===== config.mk =====
export PLATFORM = sky130hd
export DESIGN_NAME = telemetry_bus_poll_master_top_flat
export DESIGN_NICKNAME = d
export VERILOG_FILES = /design/src/rtl/core/tbpm_pkg.sv /design/src/rtl/core/tbpm_if.sv /design/src/rtl/core/telemetry_bus_poll_master_top.sv /design/src/rtl/core/tbpm_sel.sv /design/src/rtl/core/tbpm_rx.sv /design/src/rtl/core/tbpm_obuf.sv /design/src/flat_wrapper.sv
export VERILOG_INCLUDE_DIRS = /design/src /design/src/rtl/core
export SDC_FILE = /design/constraint.sdc
export NUM_CORES = 1
export LEC_CHECK = 0
export BUFFER_PORTS_ARGS = -buffer_cell sky130_fd_sc_hd__buf_2
export CAP_MARGIN = 0
export CORE_MARGIN = 2
export CORE_UTILIZATION = 45
export DETAILED_ROUTE_END_ITERATION = 6
export MAX_ROUTING_LAYER = met4
export PLACE_DENSITY_LB_ADDON = 0.1
export REMOVE_ABC_BUFFERS = 1
export SYNTH_ARGS = -nofsm -noshare
export SYNTH_HDL_FRONTEND = slang
export SYNTH_SLANG_ARGS = --single-unit

===== constraint.sdc =====
create_clock -name clk -period 9.9 [get_ports clk]
set_input_delay 0.495 -clock clk [delete_from_list [all_inputs] [get_ports clk]]
set_output_delay 0.495 -clock clk [all_outputs]
set_load 0.005 [all_outputs]

===== src/rtl/core/telemetry_bus_poll_master_top_macros.svh =====
// assertion helpers for the telemetry poll master
`ifndef TELEMETRY_BUS_POLL_MASTER_TOP_MACROS_SVH
`define TELEMETRY_BUS_POLL_MASTER_TOP_MACROS_SVH

// same-cycle implication on the rising edge of clk
`define TBPM_ASSERT_NOW(label, ante, cons, msg) \
	label: assert property (@(posedge clk) disable iff (!arst_n) (ante) |-> (cons)) \
		else $error(msg);

// next-cycle implication on the rising edge of clk
`define TBPM_ASSERT_NEXT(label, ante, cons, msg) \
	label: assert property (@(posedge clk) disable iff (!arst_n) (ante) |=> (cons)) \
		else $error(msg);

`endif


===== src/rtl/core/tbpm_pkg.sv =====
`default_nettype none
package tbpm_pkg;

	localparam int SENSOR_IDS_DEF = 28;
	localparam int ID_W           = 5;
	localparam int MASK_W         = 28;
	localparam int FRAME_DATA     = 7;   // frame bytes 2..8
	localparam int FB_IDX_W       = 3;
	localparam int CNT_W          = 4;

	localparam logic [CNT_W-1:0] FIRST_DATA = CNT_W'(2);
	localparam logic [CNT_W-1:0] LAST_DATA  = CNT_W'(8);
	localparam logic [CNT_W-1:0] CHK_IDX    = CNT_W'(9);

	localparam logic [7:0] FRAME_START = 8'h7E;
	localparam logic [7:0] STUFF_MARK  = 8'h7D;
	localparam logic [7:0] STUFF_XOR   = 8'h20;
	localparam logic [7:0] CHK_BASE    = 8'hFF;

	typedef enum logic {
		OP_POLL = 1'b0,
		OP_BYTE = 1'b1
	} op_t;

	typedef enum logic {
		KIND_TX    = 1'b0,
		KIND_FRAME = 1'b1
	} kind_t;

	typedef struct packed {
		logic          kind;
		logic [7:0]    tx_byte;
		logic [ID_W-1:0] sensor_id;
		logic [7:0]    frame_kind;
		logic [15:0]   value_id;
		logic [31:0]   sensor_value;
		logic [MASK_W-1:0] active_mask;
		logic          last;
	} result_t;

	typedef struct packed {
		logic clear;
		logic byte_vld;
	} rx_ctrl_t;

	typedef struct packed {
		logic done;
		logic good;
	} rx_status_t;

	typedef struct packed {
		logic [ID_W-1:0] id;
		logic            scan_active;
		logic [ID_W-1:0] next_active;
		logic [ID_W-1:0] next_inactive;
	} sel_t;

	function automatic logic [7:0] with_check_bits(input logic [ID_W-1:0] id);
		logic [7:0] v;
		v      = {3'b000, id};
		v[5]   = id[0] ^ id[1] ^ id[2];
		v[6]   = id[2] ^ id[3] ^ id[4];
		v[7]   = id[0] ^ id[2] ^ id[4];
		return v;
	endfunction

endpackage
`default_nettype wire


===== src/rtl/core/tbpm_if.sv =====
`default_nettype none
interface tbpm_in_if;
	logic       valid;
	logic       ready;
	logic       opcode;
	logic [7:0] rx_byte;

	modport source (output valid, output opcode, output rx_byte, input ready);
	modport sink (input valid, input opcode, input rx_byte, output ready);
endinterface

interface tbpm_out_if;
	logic                        valid;
	logic                        ready;
	logic                        kind;
	logic [7:0]                  tx_byte;
	logic [tbpm_pkg::ID_W-1:0]   sensor_id;
	logic [7:0]                  frame_kind;
	logic [15:0]                 value_id;
	logic [31:0]                 sensor_value;
	logic [tbpm_pkg::MASK_W-1:0] active_mask;
	logic                        last;

	modport source (output valid, output kind, output tx_byte, output sensor_id,
		output frame_kind, output value_id, output sensor_value, output active_mask,
		output last, input ready);
	modport sink (input valid, input kind, input tx_byte, input sensor_id,
		input frame_kind, input value_id, input sensor_value, input active_mask,
		input last, output ready);
endinterface
`default_nettype wire


===== src/rtl/core/telemetry_bus_poll_master_top.sv =====
// Telemetry bus poll master. Each item on the item channel is either a poll slot
// (opcode 0) or a raw line byte (opcode 1). A poll drops the previously polled
// sensor from the active set if it never answered, picks the next ID by alternating
// active and inactive round-robin scans, and produces two transmit results: 0x7E and
// the ID byte with its three check bits. Line bytes are un-stuffed and gathered into
// a 10-byte frame; a frame with a good checksum marks the sensor active and yields
// one frame result. Every item passes from an input register to a two-entry result
// register; a new item can enter every cycle while the result register has room.
// A poll fills both result entries and the item behind it waits until the result
// side has taken at least one of them.
`default_nettype none
module telemetry_bus_poll_master_top #(
	parameter int SENSOR_IDS = tbpm_pkg::SENSOR_IDS_DEF
) (
	input  wire logic  clk,
	input  wire logic  arst_n,
	tbpm_in_if.sink    item,
	tbpm_out_if.source result
);
	import tbpm_pkg::*;

	logic                  valid_s1;
	logic                  opcode_s1;
	logic [7:0]            byte_s1;

	logic [SENSOR_IDS-1:0] active_q;
	logic                  outstanding_q;
	logic [ID_W-1:0]       polled_id_q;
	logic                  scan_q;
	logic [ID_W-1:0]       next_act_q;
	logic [ID_W-1:0]       next_inact_q;

	logic                  room;
	logic                  proc;
	logic                  is_poll;
	logic [SENSOR_IDS-1:0] polled_bit;
	logic [SENSOR_IDS-1:0] active_clr;
	logic [SENSOR_IDS-1:0] active_set;
	logic [MASK_W-1:0]     mask_clr;
	logic [MASK_W-1:0]     mask_set;
	sel_t                  sel;
	rx_ctrl_t              rx_ctrl;
	rx_status_t            rx_st;
	logic [7:0]            frame_kind;
	logic [15:0]           value_id;
	logic [31:0]           sensor_value;
	result_t               res0;
	result_t               res1;
	logic [1:0]            load_cnt;

	assign proc       = valid_s1 && room;
	assign item.ready = !valid_s1 || proc;
	assign is_poll    = (opcode_s1 == OP_POLL);

	always_comb begin
		polled_bit = {{(SENSOR_IDS-1){1'b0}}, 1'b1} << polled_id_q;
		active_clr = outstanding_q ? (active_q & ~polled_bit) : active_q;
		active_set = active_q | polled_bit;
		mask_clr   = '0;
		mask_set   = '0;
		for (int i = 0; i < MASK_W; i++) begin
			if (i < SENSOR_IDS) begin
				mask_clr[i] = active_clr[i];
				mask_set[i] = active_set[i];
			end
		end
	end

	tbpm_sel #(
		.SENSOR_IDS(SENSOR_IDS)
	) u_sel (
		.active        (active_clr),
		.scan_active   (scan_q),
		.next_active   (next_act_q),
		.next_inactive (next_inact_q),
		.sel           (sel)
	);

	always_comb begin
		rx_ctrl.clear    = proc && is_poll;
		rx_ctrl.byte_vld = proc && !is_poll && outstanding_q;
	end

	tbpm_rx u_rx (
		.clk          (clk),
		.arst_n       (arst_n),
		.ctrl         (rx_ctrl),
		.rx_byte      (byte_s1),
		.status       (rx_st),
		.frame_kind   (frame_kind),
		.value_id     (value_id),
		.sensor_value (sensor_value)
	);

	always_comb begin
		res0 = '0;
		res1 = '0;
		if (is_poll) begin
			res0.kind        = KIND_TX;
			res0.tx_byte     = FRAME_START;
			res0.active_mask = mask_clr;
			res0.last        = 1'b0;
			res1.kind        = KIND_TX;
			res1.tx_byte     = with_check_bits(sel.id);
			res1.active_mask = mask_clr;
			res1.last        = 1'b1;
			load_cnt         = 2'd2;
		end else begin
			res0.kind         = KIND_FRAME;
			res0.sensor_id    = polled_id_q;
			res0.frame_kind   = frame_kind;
			res0.value_id     = value_id;
			res0.sensor_value = sensor_value;
			res0.active_mask  = mask_set;
			res0.last         = 1'b1;
			load_cnt          = rx_st.good ? 2'd1 : 2'd0;
		end
	end

	tbpm_obuf u_obuf (
		.clk      (clk),
		.arst_n   (arst_n),
		.load     (proc),
		.load_cnt (load_cnt),
		.res0     (res0),
		.res1     (res1),
		.room     (room),
		.result   (result)
	);

	always_ff @(posedge clk or negedge arst_n) begin
		if (!arst_n) begin
			valid_s1 <= 1'b0;
		end else if (item.valid && item.ready) begin
			valid_s1 <= 1'b1;
		end else if (proc) begin
			valid_s1 <= 1'b0;
		end
	end

	always_ff @(posedge clk) begin
		if (item.valid && item.ready) begin
			opcode_s1 <= item.opcode;
			byte_s1   <= item.rx_byte;
		end
	end

	always_ff @(posedge clk or negedge arst_n) begin
		if (!arst_n) begin
			active_q      <= '0;
			outstanding_q <= 1'b0;
			polled_id_q   <= '0;
			scan_q        <= 1'b0;
			next_act_q    <= '0;
			next_inact_q  <= '0;
		end else if (proc && is_poll) begin
			active_q      <= active_clr;
			outstanding_q <= 1'b1;
			polled_id_q   <= sel.id;
			scan_q        <= sel.scan_active;
			next_act_q    <= sel.next_active;
			next_inact_q  <= sel.next_inactive;
		end else if (rx_st.done) begin
			// good or bad, a finished frame ends the wait for this poll
			outstanding_q <= 1'b0;
			if (rx_st.good) begin
				active_q <= active_set;
			end
		end
	end

`include "telemetry_bus_poll_master_top_macros.svh"

	`TBPM_ASSERT_NEXT(a_poll_opens_wait, proc && is_poll, outstanding_q && (32'(polled_id_q) < SENSOR_IDS), "poll did not open a wait on a valid id")
	`TBPM_ASSERT_NEXT(a_frame_ends_wait, rx_st.done, !outstanding_q, "finished frame left the poll open")
	`TBPM_ASSERT_NOW(a_frame_only_when_waiting, rx_st.done, proc && outstanding_q && !is_poll, "frame finished without an open poll")
	`TBPM_ASSERT_NEXT(a_poll_start_byte, proc && is_poll, result.valid && (result.kind == KIND_TX) && (result.tx_byte == FRAME_START) && !result.last, "poll did not lead with the start byte")

endmodule
`default_nettype wire


===== src/rtl/core/tbpm_sel.sv =====
`default_nettype none
module tbpm_sel #(
	parameter int SENSOR_IDS = tbpm_pkg::SENSOR_IDS_DEF
) (
	input  wire logic [SENSOR_IDS-1:0]     active,
	input  wire logic                      scan_active,
	input  wire logic [tbpm_pkg::ID_W-1:0] next_active,
	input  wire logic [tbpm_pkg::ID_W-1:0] next_inactive,
	output tbpm_pkg::sel_t                 sel
);
	import tbpm_pkg::*;

	localparam logic [ID_W-1:0] MAX_ID = ID_W'(SENSOR_IDS - 1);

	logic            all_act;
	logic            none_act;
	logic            scan_eff;
	logic            act_hit;
	logic [ID_W-1:0] act_id;
	logic            hi_hit;
	logic [ID_W-1:0] hi_id;
	logic            lo_hit;
	logic [ID_W-1:0] lo_id;
	logic [ID_W-1:0] inact_id;

	// find-first encoders, lowest index wins
	always_comb begin
		act_hit = 1'b0;
		act_id  = '0;
		hi_hit  = 1'b0;
		hi_id   = '0;
		lo_hit  = 1'b0;
		lo_id   = '0;
		for (int i = SENSOR_IDS - 1; i >= 0; i--) begin
			if (active[i] && ID_W'(i) >= next_active) begin
				act_hit = 1'b1;
				act_id  = ID_W'(i);
			end
			if (!active[i] && ID_W'(i) >= next_inactive) begin
				hi_hit = 1'b1;
				hi_id  = ID_W'(i);
			end
			if (!active[i]) begin
				lo_hit = 1'b1;
				lo_id  = ID_W'(i);
			end
		end
	end

	always_comb begin
		all_act  = &active;
		none_act = ~|active;
		scan_eff = none_act ? 1'b0 : (all_act ? 1'b1 : scan_active);
		// wrap around to the bottom; nothing inactive falls back to id 0
		inact_id = hi_hit ? hi_id : (lo_hit ? lo_id : '0);

		sel.id            = inact_id;
		sel.scan_active   = !none_act;
		sel.next_active   = next_active;
		sel.next_inactive = (inact_id == MAX_ID) ? '0 : inact_id + 1'b1;

		if (scan_eff && act_hit) begin
			sel.id            = act_id;
			sel.next_inactive = next_inactive;
			if (act_id == MAX_ID) begin
				sel.next_active = '0;
				sel.scan_active = all_act;
			end else begin
				sel.next_active = act_id + 1'b1;
				sel.scan_active = 1'b1;
			end
		end else if (scan_eff) begin
			sel.next_active = '0;
		end
	end

endmodule
`default_nettype wire


===== src/rtl/core/tbpm_rx.sv =====
`default_nettype none
module tbpm_rx (
	input  wire logic           clk,
	input  wire logic           arst_n,
	input  wire tbpm_pkg::rx_ctrl_t ctrl,
	input  wire logic [7:0]     rx_byte,
	output tbpm_pkg::rx_status_t status,
	output logic [7:0]          frame_kind,
	output logic [15:0]         value_id,
	output logic [31:0]         sensor_value
);
	import tbpm_pkg::*;

	logic [CNT_W-1:0]    count_q;
	logic                unstuff_q;
	logic [7:0]          sum_q;
	logic [7:0]          fb_q [FRAME_DATA];

	logic [7:0]          c_eff;
	logic                is_marker;
	logic                store;
	logic                in_data;
	logic [FB_IDX_W-1:0] fb_idx;
	logic [7:0]          sum_base;
	logic [8:0]          sum_raw;
	logic [7:0]          sum_next;

	always_comb begin
		c_eff     = unstuff_q ? (rx_byte ^ STUFF_XOR) : rx_byte;
		is_marker = !unstuff_q && (rx_byte == STUFF_MARK);
		store     = ctrl.byte_vld && !is_marker;
		in_data   = (count_q >= FIRST_DATA) && (count_q <= LAST_DATA);
		fb_idx    = FB_IDX_W'(count_q - FIRST_DATA);
		// end-around-carry checksum kept as the bytes come in
		sum_base  = (count_q == FIRST_DATA) ? 8'h00 : sum_q;
		sum_raw   = {1'b0, sum_base} + {1'b0, c_eff};
		sum_next  = sum_raw[7:0] + {7'b0, sum_raw[8]};

		status.done = store && (count_q == CHK_IDX);
		status.good = status.done && (c_eff == (CHK_BASE - sum_q));

		frame_kind   = fb_q[0];
		value_id     = {fb_q[2], fb_q[1]};
		sensor_value = {fb_q[6], fb_q[5], fb_q[4], fb_q[3]};
	end

	always_ff @(posedge clk or negedge arst_n) begin
		if (!arst_n) begin
			count_q   <= '0;
			unstuff_q <= 1'b0;
		end else if (ctrl.clear) begin
			count_q   <= '0;
			unstuff_q <= 1'b0;
		end else if (ctrl.byte_vld) begin
			unstuff_q <= is_marker;
			if (store) begin
				count_q <= status.done ? '0 : count_q + 1'b1;
			end
		end
	end

	always_ff @(posedge clk) begin
		if (store && in_data) begin
			fb_q[fb_idx] <= c_eff;
			sum_q        <= sum_next;
		end
	end

endmodule
`default_nettype wire


===== src/rtl/core/tbpm_obuf.sv =====
`default_nettype none
module tbpm_obuf (
	input  wire logic        clk,
	input  wire logic        arst_n,
	input  wire logic        load,
	input  wire logic [1:0]  load_cnt,
	input  wire tbpm_pkg::result_t res0,
	input  wire tbpm_pkg::result_t res1,
	output logic             room,
	tbpm_out_if.source       result
);
	import tbpm_pkg::*;

	logic [1:0] count_q;
	result_t    ent0_q;
	result_t    ent1_q;
	logic       pop;

	always_comb begin
		pop                 = result.valid && result.ready;
		// buffer is empty at the next edge
		room                = (count_q == 2'd0) || ((count_q == 2'd1) && result.ready);
		result.valid        = (count_q != 2'd0);
		result.kind         = ent0_q.kind;
		result.tx_byte      = ent0_q.tx_byte;
		result.sensor_id    = ent0_q.sensor_id;
		result.frame_kind   = ent0_q.frame_kind;
		result.value_id     = ent0_q.value_id;
		result.sensor_value = ent0_q.sensor_value;
		result.active_mask  = ent0_q.active_mask;
		result.last         = ent0_q.last;
	end

	always_ff @(posedge clk or negedge arst_n) begin
		if (!arst_n) begin
			count_q <= 2'd0;
		end else if (load) begin
			count_q <= load_cnt;
		end else if (pop) begin
			count_q <= count_q - 2'd1;
		end
	end

	always_ff @(posedge clk) begin
		if (load) begin
			ent0_q <= res0;
			ent1_q <= res1;
		end else if (pop) begin
			ent0_q <= ent1_q;
		end
	end

endmodule
`default_nettype wire


===== src/flat_wrapper.sv =====
// flat-port wrapper written by rule: the top's interface ports become plain ports
module telemetry_bus_poll_master_top_flat import tbpm_pkg::*;
#(
	parameter int SENSOR_IDS = tbpm_pkg::SENSOR_IDS_DEF
)
  (clk, arst_n, item_valid, item_opcode, item_rx_byte, item_ready, result_valid, result_kind, result_tx_byte, result_sensor_id, result_frame_kind, result_value_id, result_sensor_value, result_active_mask, result_last, result_ready);
  tbpm_in_if item_i ();
  tbpm_out_if result_i ();
  input  wire logic clk;
  input  wire logic arst_n;
  input wire logic [$bits(item_i.valid)-1:0] item_valid;
  input wire logic [$bits(item_i.opcode)-1:0] item_opcode;
  input wire logic [$bits(item_i.rx_byte)-1:0] item_rx_byte;
  output wire logic [$bits(item_i.ready)-1:0] item_ready;
  output wire logic [$bits(result_i.valid)-1:0] result_valid;
  output wire logic [$bits(result_i.kind)-1:0] result_kind;
  output wire logic [$bits(result_i.tx_byte)-1:0] result_tx_byte;
  output wire logic [$bits(result_i.sensor_id)-1:0] result_sensor_id;
  output wire logic [$bits(result_i.frame_kind)-1:0] result_frame_kind;
  output wire logic [$bits(result_i.value_id)-1:0] result_value_id;
  output wire logic [$bits(result_i.sensor_value)-1:0] result_sensor_value;
  output wire logic [$bits(result_i.active_mask)-1:0] result_active_mask;
  output wire logic [$bits(result_i.last)-1:0] result_last;
  input wire logic [$bits(result_i.ready)-1:0] result_ready;
  assign item_i.valid = item_valid;
  assign item_i.opcode = item_opcode;
  assign item_i.rx_byte = item_rx_byte;
  assign item_ready = item_i.ready;
  assign result_valid = result_i.valid;
  assign result_kind = result_i.kind;
  assign result_tx_byte = result_i.tx_byte;
  assign result_sensor_id = result_i.sensor_id;
  assign result_frame_kind = result_i.frame_kind;
  assign result_value_id = result_i.value_id;
  assign result_sensor_value = result_i.sensor_value;
  assign result_active_mask = result_i.active_mask;
  assign result_last = result_i.last;
  assign result_i.ready = result_ready;
  telemetry_bus_poll_master_top #(.SENSOR_IDS(SENSOR_IDS)) u_core (.clk(clk), .arst_n(arst_n), .item(item_i), .result(result_i));
endmodule

# Word level (Yosys, flattened, before mapping)
# Memories as Yosys holds them, arrays and structs flattened.
# Index checks and enable logic that the tools add are counted.
totals:
  register_bits: 207
  ram_bits: 56
  n_memories: 1
  latchBits: 0
  romBits: 0
  elab_cells: 436
  input_bits: 13
op_classes:
  mul: 0
  eq_ne: 7
  shift: 1
  magnitude_cmp: 58
  bitwise: 12
  div_mod_pow: 0
  muxes: 206
  n_reduce_logical: 118
  n_addsub: 8
mem_list:
  columns: ["memory", "depth", "word_bits", "read_ports", "rd_ports_with_merged_regs", "write_ports", "line", "rtl"]
  rows:
  - ["u_core.u_rx.fb_q", 7, 8, 7, 0, 1, "tbpm_rx.sv:17", "logic [7:0] fb_q [FRAME_DATA];"]
ops:
  columns: ["operator", "count"]
  rows:
  - ["5-bit 2-to-1 mux", 89]
  - ["99-bit 2-to-1 mux", 2]
  - ["5-bit greater-or-equal comparator (first input constant)", 24]
  - ["28-bit 2-to-1 mux", 4]
  - ["1-bit 2-to-1 mux", 97]
  - ["4-bit by 5-bit greater-or-equal comparator with 1-bit output (first input constant)", 16]
  - ["1-bit logical AND", 70]
  - ["61-bit 2-to-1 mux", 1]
  - ["3-bit by 5-bit greater-or-equal comparator with 1-bit output (first input constant)", 8]
  - ["1-bit zero test", 31]
  - ["29-bit 2-to-1 mux", 1]
  - ["28-bit AND", 1]
  - ["28-bit inverter", 1]
  - ["28-bit OR", 1]
  - ["28-bit AND reduction", 1]
  - ["28-bit OR reduction", 1]
  - ["1-bit by 5-bit left shift with 28-bit output (first input constant)", 1]
  - ["1-bit by 5-bit greater-or-equal comparator with 1-bit output (first input constant)", 4]
  - ["2-bit by 5-bit greater-or-equal comparator with 1-bit output (first input constant)", 4]
  - ["6-bit 2-to-1 mux", 3]
  - ["4-bit 2-to-1 mux", 4]
  - ["2-bit nonzero test", 8]
  - ["5-bit by 1-bit adder with 5-bit output (second input constant)", 2]
  - ["5-bit == test (second input constant)", 2]
  - ["21 further kinds", 34]

# Logic depth before layout (Yosys ltp)
logic_depth:
  ltp_word: 38
  mapped_depth: 21

# Cells and area by module
# From an unflattened synthesis, not the netlist that was laid out.
hier_totals:
  hier_cells: 1361
  area_unflattened_um2: 16457.0
modules_own_cells:
  columns: ["module", "instances", "cells_per_inst", "area_per_inst_um2"]
  rows:
  - ["tbpm_obuf", 1, 327, 7354.6]
  - ["telemetry_bus_poll_master_top", 1, 425, 3682.3]
  - ["tbpm_rx", 1, 196, 2950.3]
  - ["tbpm_sel", 1, 413, 2469.9]

# Worst setup path after synthesis
# Ideal clock, no wire load.
synth_path:
  path_type: "register to register"
  start: "register u_core.u_rx.count_q[0]"
  end: "register u_core.u_rx.sum_q[7] (data pin)"
  setup_slack_ns: 6.106
  arrival_ns: 3.535
  synth_period_minus_slack_ns: 3.794
  path_stages_with_launch: 22
  n_path_buf: 1
  cell_sequence: "dfrtp_1 clkbuf_1 inv_1 ha_1 nor3b_1 nor2b_1 ha_1 fa_1 a21oi_1 nor2_1 nor2_1 o21bai_1 a21oi_1 nor2b_1 o21ai_0 nand2b_1 ha_1 nand3_1 nor2_1 nand3_1 xnor2_1 xnor2_1"
synth_between:
  elab_chain_len: 4
synth_lines:
  columns: ["item", "line", "rtl"]
  rows:
  - ["from (decl)", "tbpm_rx.sv:14", "logic [CNT_W-1:0] count_q;"]
  - ["from (signal assigned)", "tbpm_rx.sv:57", "count_q <= status.done ? '0 : count_q + 1'b1;"]
  - ["4-bit by 2-bit == test with 1-bit output", "tbpm_rx.sv:35", "sum_base = (count_q == FIRST_DATA) ? 8'h00 : sum_q;"]
  - ["8-bit 2-to-1 mux", "tbpm_rx.sv:35", null]
  - ["8-bit by 8-bit adder with 9-bit output", "tbpm_rx.sv:36", "sum_raw = {1'b0, sum_base} + {1'b0, c_eff};"]
  - ["8-bit by 1-bit adder with 8-bit output", "tbpm_rx.sv:37", "sum_next = sum_raw[7:0] + {7'b0, sum_raw[8]};"]
  - ["net u_core.u_rx.sum_next[7]", "tbpm_rx.sv:26", "logic [7:0] sum_next;"]
  - ["to (signal assigned)", "tbpm_rx.sv:65", "sum_q <= sum_next;"]
  - ["to (decl)", "tbpm_rx.sv:16", "logic [7:0] sum_q;"]
# The timed path passes the listed nets, and every way through them passes these cells.
# A chain may end at the register's enable or synchronous reset.

# Worst setup path after layout
layout_path:
  start: "register u_core.polled_id_q[3]"
  end: "register u_core.u_obuf.ent1_q[96] in the netlist's numbering (data pin)"
layout_between:
  elab_chain_len: 38
layout_lines:
  columns: ["item", "line", "rtl"]
  rows:
  - ["from (decl)", "telemetry_bus_poll_master_top.sv:28", "logic [ID_W-1:0] polled_id_q;"]
  - ["from (signal assigned)", "telemetry_bus_poll_master_top.sv:159", "polled_id_q <= sel.id;"]
  - ["1-bit by 5-bit left shift with 28-bit output *", "telemetry_bus_poll_master_top.sv:56", "polled_bit = {{(SENSOR_IDS-1){1'b0}}, 1'b1} << polled_id_q;"]
  - ["28-bit inverter *", "telemetry_bus_poll_master_top.sv:57", "active_clr = outstanding_q ? (active_q & ~polled_bit) : active_q;"]
  - ["28-bit AND *", "telemetry_bus_poll_master_top.sv:57", null]
  - ["28-bit 2-to-1 mux *", "telemetry_bus_poll_master_top.sv:57", null]
  - ["1-bit zero test", null, null]
  - ["1-bit logical AND", "tbpm_sel.sv:39", "if (!active[i] && ID_W'(i) >= next_inactive) begin"]
  - ["1-bit 2-to-1 mux / 5-bit 2-to-1 mux (equally long branches) (28 in series)", "tbpm_sel.sv:39", null]
  - ["5-bit 2-to-1 mux", "tbpm_sel.sv:55", "inact_id = hi_hit ? hi_id : (lo_hit ? lo_id : '0);"]
  - ["6-bit 2-to-1 mux *", "tbpm_sel.sv:62", "if (scan_eff && act_hit) begin"]
  - ["1-bit bitwise XOR", "tbpm_pkg.sv:62", "v[6] = id[2] ^ id[3] ^ id[4];"]
  - ["1-bit bitwise XOR *", "tbpm_pkg.sv:62", null]
  - ["to (signal assigned)", "tbpm_obuf.sv:47", "ent1_q <= res1;"]
  - ["to (decl)", "tbpm_obuf.sv:16", "result_t ent1_q;"]
# Mark *: on every way between the ends. The rest lies on a longest branch, timed or not.

==> reports/metrics.yaml <==
outcome: "finished, final reports clean"
io_buffers: 113
final_core_util_pct: 51.4
cts.clk_slew.worst_paths_ns: 0.06
critPathKind: "flop to flop"
multi_input_area_sq_um: 5310
setup_viol_count_final: 0
clock_sinks: 262
crit_path_end_kind: "flop"
hp-class: "primary input to async pin"
hold_buffers: 0
finClkSkew_ns: 0.0134
post_drt_wl_per_cell_um: 23.4
crit_fanout: 21
cts_tree: "done"
grt_first_pass_wirelength_um: 60800
period_needed_ns: 4.92
met3_length_um: 3180
place_congestion: 1.05
clock-root-buffer: "clkbuf_16"
clockBufferDepth: 3
clk_latency_ns: 0.55
fin_crit_sh_pct: 49.7
drt_iter0_drc: 1156
regArea_sq_um: 7600
synth.distinct_cells: 92
via_per_inst: 6.10
worstMarginPinSlew_ns: 1.12
slew_headroom_pct: 25.2
post-dp-hpwl_um: 28200
antenna_found_initial: 0
finalMaxSlewViolations: 0
hold_viol_final: 0
synthCells: 1235
synth-edff-count: 209
postRouteAntennaNets: 0
cts_max_level: 1
grt_usage_pct: 26.5
maxCapViolCount: 0
crit_required_ns: 10.21
syn-mean-instance-area_sq_um: 10.8
wl_met1_um: 18700
arrival_ns: 5.22
syn-cell-area_sq_um: 13400
die_w_um: 176
synth_seq_cells: 262
critPathLaunchType: "flop"
finalSetupTns_ns: 0
vdd_ir_drop_max_uv: 219
vias: 10545
wl_um: 40400
drive_gt1_share_pct: 16.4
start_util_pct: 45.4
diodes: 0
syn2layout_area_growth_pct: 13.2
die-area_sq_um: 31100
rows: 63
fillers: 2710
dp_slack_ns: 5.19
postCtsSetupBuffers: 0
power_density_nw_per_um2: 298
io_pins: 114
grt_start_max_net_pins: 91
layout_setup_ws_ns: 4.98
p_leak_nw: 5.86
dr.max_layer_used: "met4"
grt_overflow_total: 0
dr.pass1.iters: 5
nets: 1348
met2_wirelength_um: 17300
first_global_vias: 9952
ys_top_cells_by_area: "edfxtp_1 47%, dfrtp_1 9.9%, o21ai_0 3.9%, and3_1 3.1%, nor2_1 3.0%"
cts_buffers: 27
finalPower_mw: 4.51
rsz0062_at_grt: "no"
synth.largest_area_cell: "edfxtp_1"
synth_ff_type: "edfxtp_1"
core_area_sq_um: 29500
fp.dieH_um: 176
async_flop_share_pct: 20.2
fmax_mhz: 203
yosysTopAreaCellShare_pct: 46.9
drc: 0
cts_resized: 0
ys_seq_area_share_pct: 56.8
synth_warnings: 0
-- cells in the mapped netlist, types with 4 or more instances --
library cell  count
a2111oi_0         4
a211oi_1          6
a21boi_0          5
a21o_1           10
a21oi_1          51
a221oi_1          4
a22o_1            9
a22oi_1          10
a31oi_1          33
and2_1           17
and3_1           67
buf_2            11
buf_6             5
clkbuf_1         65
dfrtp_1          53
edfxtp_1        209
ha_1             17
inv_1            28
mux2_2            4
nand2_1          94
nand2b_1         12
nand3_1          19
nand3b_1          5
nand4_1          33
nand4bb_1         4
nor2_1          106
nor2b_1          21
nor3_1           20
nor4_1            7
o2111ai_1         4
o211ai_1         19
o21a_1           19
o21ai_0         103
o21ai_1          16
o21ai_2           7
o21bai_1          4
o221ai_1          7
o311ai_0          5
o31ai_1          14
or2_2             6
or3_1             6
xnor2_1          16
xor2_1           11
-- cell usage in the layout (no fill, tap or decap), drive strengths merged, types with 9 or more instances in the layout --
cell type	synthesis	final
a22o	9	9
nand2	95	95
a21o	10	10
ha	17	17
and2	18	18
xnor2	16	16
o31ai	15	15
nor2b	21	21
a21oi	52	52
and3	67	67
nand3	19	19
nor2	106	106
nor3	22	22
buf	20	138
inv	28	29
dfrtp	53	53
o211ai	19	19
nand2b	12	12
a31oi	33	33
edfxtp	209	209
o21a	19	19
a22oi	10	10
clkinv	1	10
nand4	33	33
o21ai	127	127
xor2	11	11
clkbuf	65	35
-- logic make-up after synthesis --
family          Yosys count  synth area share [%]
xor+xnor                 27                  1.77
simple gates            441                  17.4
buf+inv                 114                  3.61
compound gates          365                  18.0
mux                       8                 0.673
fa+ha+maj                18                  1.74
flops                   262                  56.8
-- final cells by class --
class / instances / share of cell area, %
multi-input combinational: 859 / 35.0
timing repair buffer: 138 / 4.97
sequential: 262 / 50.2
tap: 390 / 3.22
clock inverter: 15 / 1.15
clock buffer: 35 / 4.72
inverter: 29 / 0.735
-- worst paths after layout --
path	startpoint	end	slack (ns)	depth (start not counted)
min in group clk	item_rx_byte[0]	u_core.byte_s1[0]	0.12	1
max in group asynchronous	arst_n	u_core.active_q[24]	9.34	2
min reg2reg	u_core.scan_q	u_core.scan_q	0.49	2
max	u_core.polled_id_q[3]	u_core.u_obuf.ent1_q[96]	4.98	9
min	arst_n	u_core.next_inact_q[4]	0.06	2
max reg2reg	u_core.polled_id_q[3]	u_core.u_obuf.ent1_q[96]	4.98	9
-- registers in the layout (all words and copies together), names as in the netlist --
register                           cells
u_core.u_obuf.result.kind              1
u_core.byte_s1                         8
u_core.valid_s1                        1
u_core.u_rx.fb_q                      56
u_core.u_obuf.result.last              1
u_core.u_rx.count_q                    4
u_core.u_obuf.ent1_q                  37
u_core.u_rx.unstuff_q                  1
u_core.polled_id_q                     5
u_core.next_act_q                      5
u_core.u_obuf.result.sensor_id         5
u_core.outstanding_q                   1
u_core.u_obuf.result.active_mask      28
u_core.u_obuf.result.value_id         16
u_core.u_rx.sum_q                      8
u_core.next_inact_q                    5
u_core.scan_q                          1
u_core.u_obuf.result.frame_kind        8
u_core.opcode_s1                       1
u_core.active_q                       28
u_core.u_obuf.result.sensor_value     32
u_core.u_obuf.count_q                  2
u_core.u_obuf.result.tx_byte           8
-- layer usage --
| layer | up-vias | track usage (%) |
|---|---|---|
| met3 | 82 | 3.79 |
| li1 | 4854 | - |
| met1 | 5107 | 39.1 |
| met5 | - | - |
| met4 | 0 | 8.16 |
| met2 | 502 | 37.8 |
-- worst max-delay path, cell delays in order (launching register included) --
cell and delay [ns]:
dfrtp_1 0.65, nand4b_2 0.60, o21ai_1 0.97, nand4_1 0.19
nor4_1 0.73, a32oi_2 0.28, o21ai_4 0.20, mux2i_2 0.46
xnor2_1 0.22, mux2_2 0.37
-- power breakdown --
| group | switching, mW | total, mW | internal (mW) |
|---|---|---|---|
| Combinational | 1.03 | 1.57 | 0.538 |
| Clock | 0.425 | 1.02 | 0.593 |
| Sequential | 0.239 | 1.93 | 1.69 |
-- per-stage QoR --
| stage | std cells | cell area (sq um) | hold slack (ns) |
|---|---|---|---|
| 2_1_floorplan | 1150 | 13000 | 0.199 |
| 3_3_place_gp | 1678 | 14300 | 0.463 |
| 3_5_place_dp | 1678 | 14300 | 0.473 |
| 4_1_cts | 1728 | 15200 | 0.0950 |
| 5_1_grt | 1728 | 15200 | 0.0970 |
| 6_report | 1728 | 15200 | 0.0567 |
(Power assumes the default switching activity.)
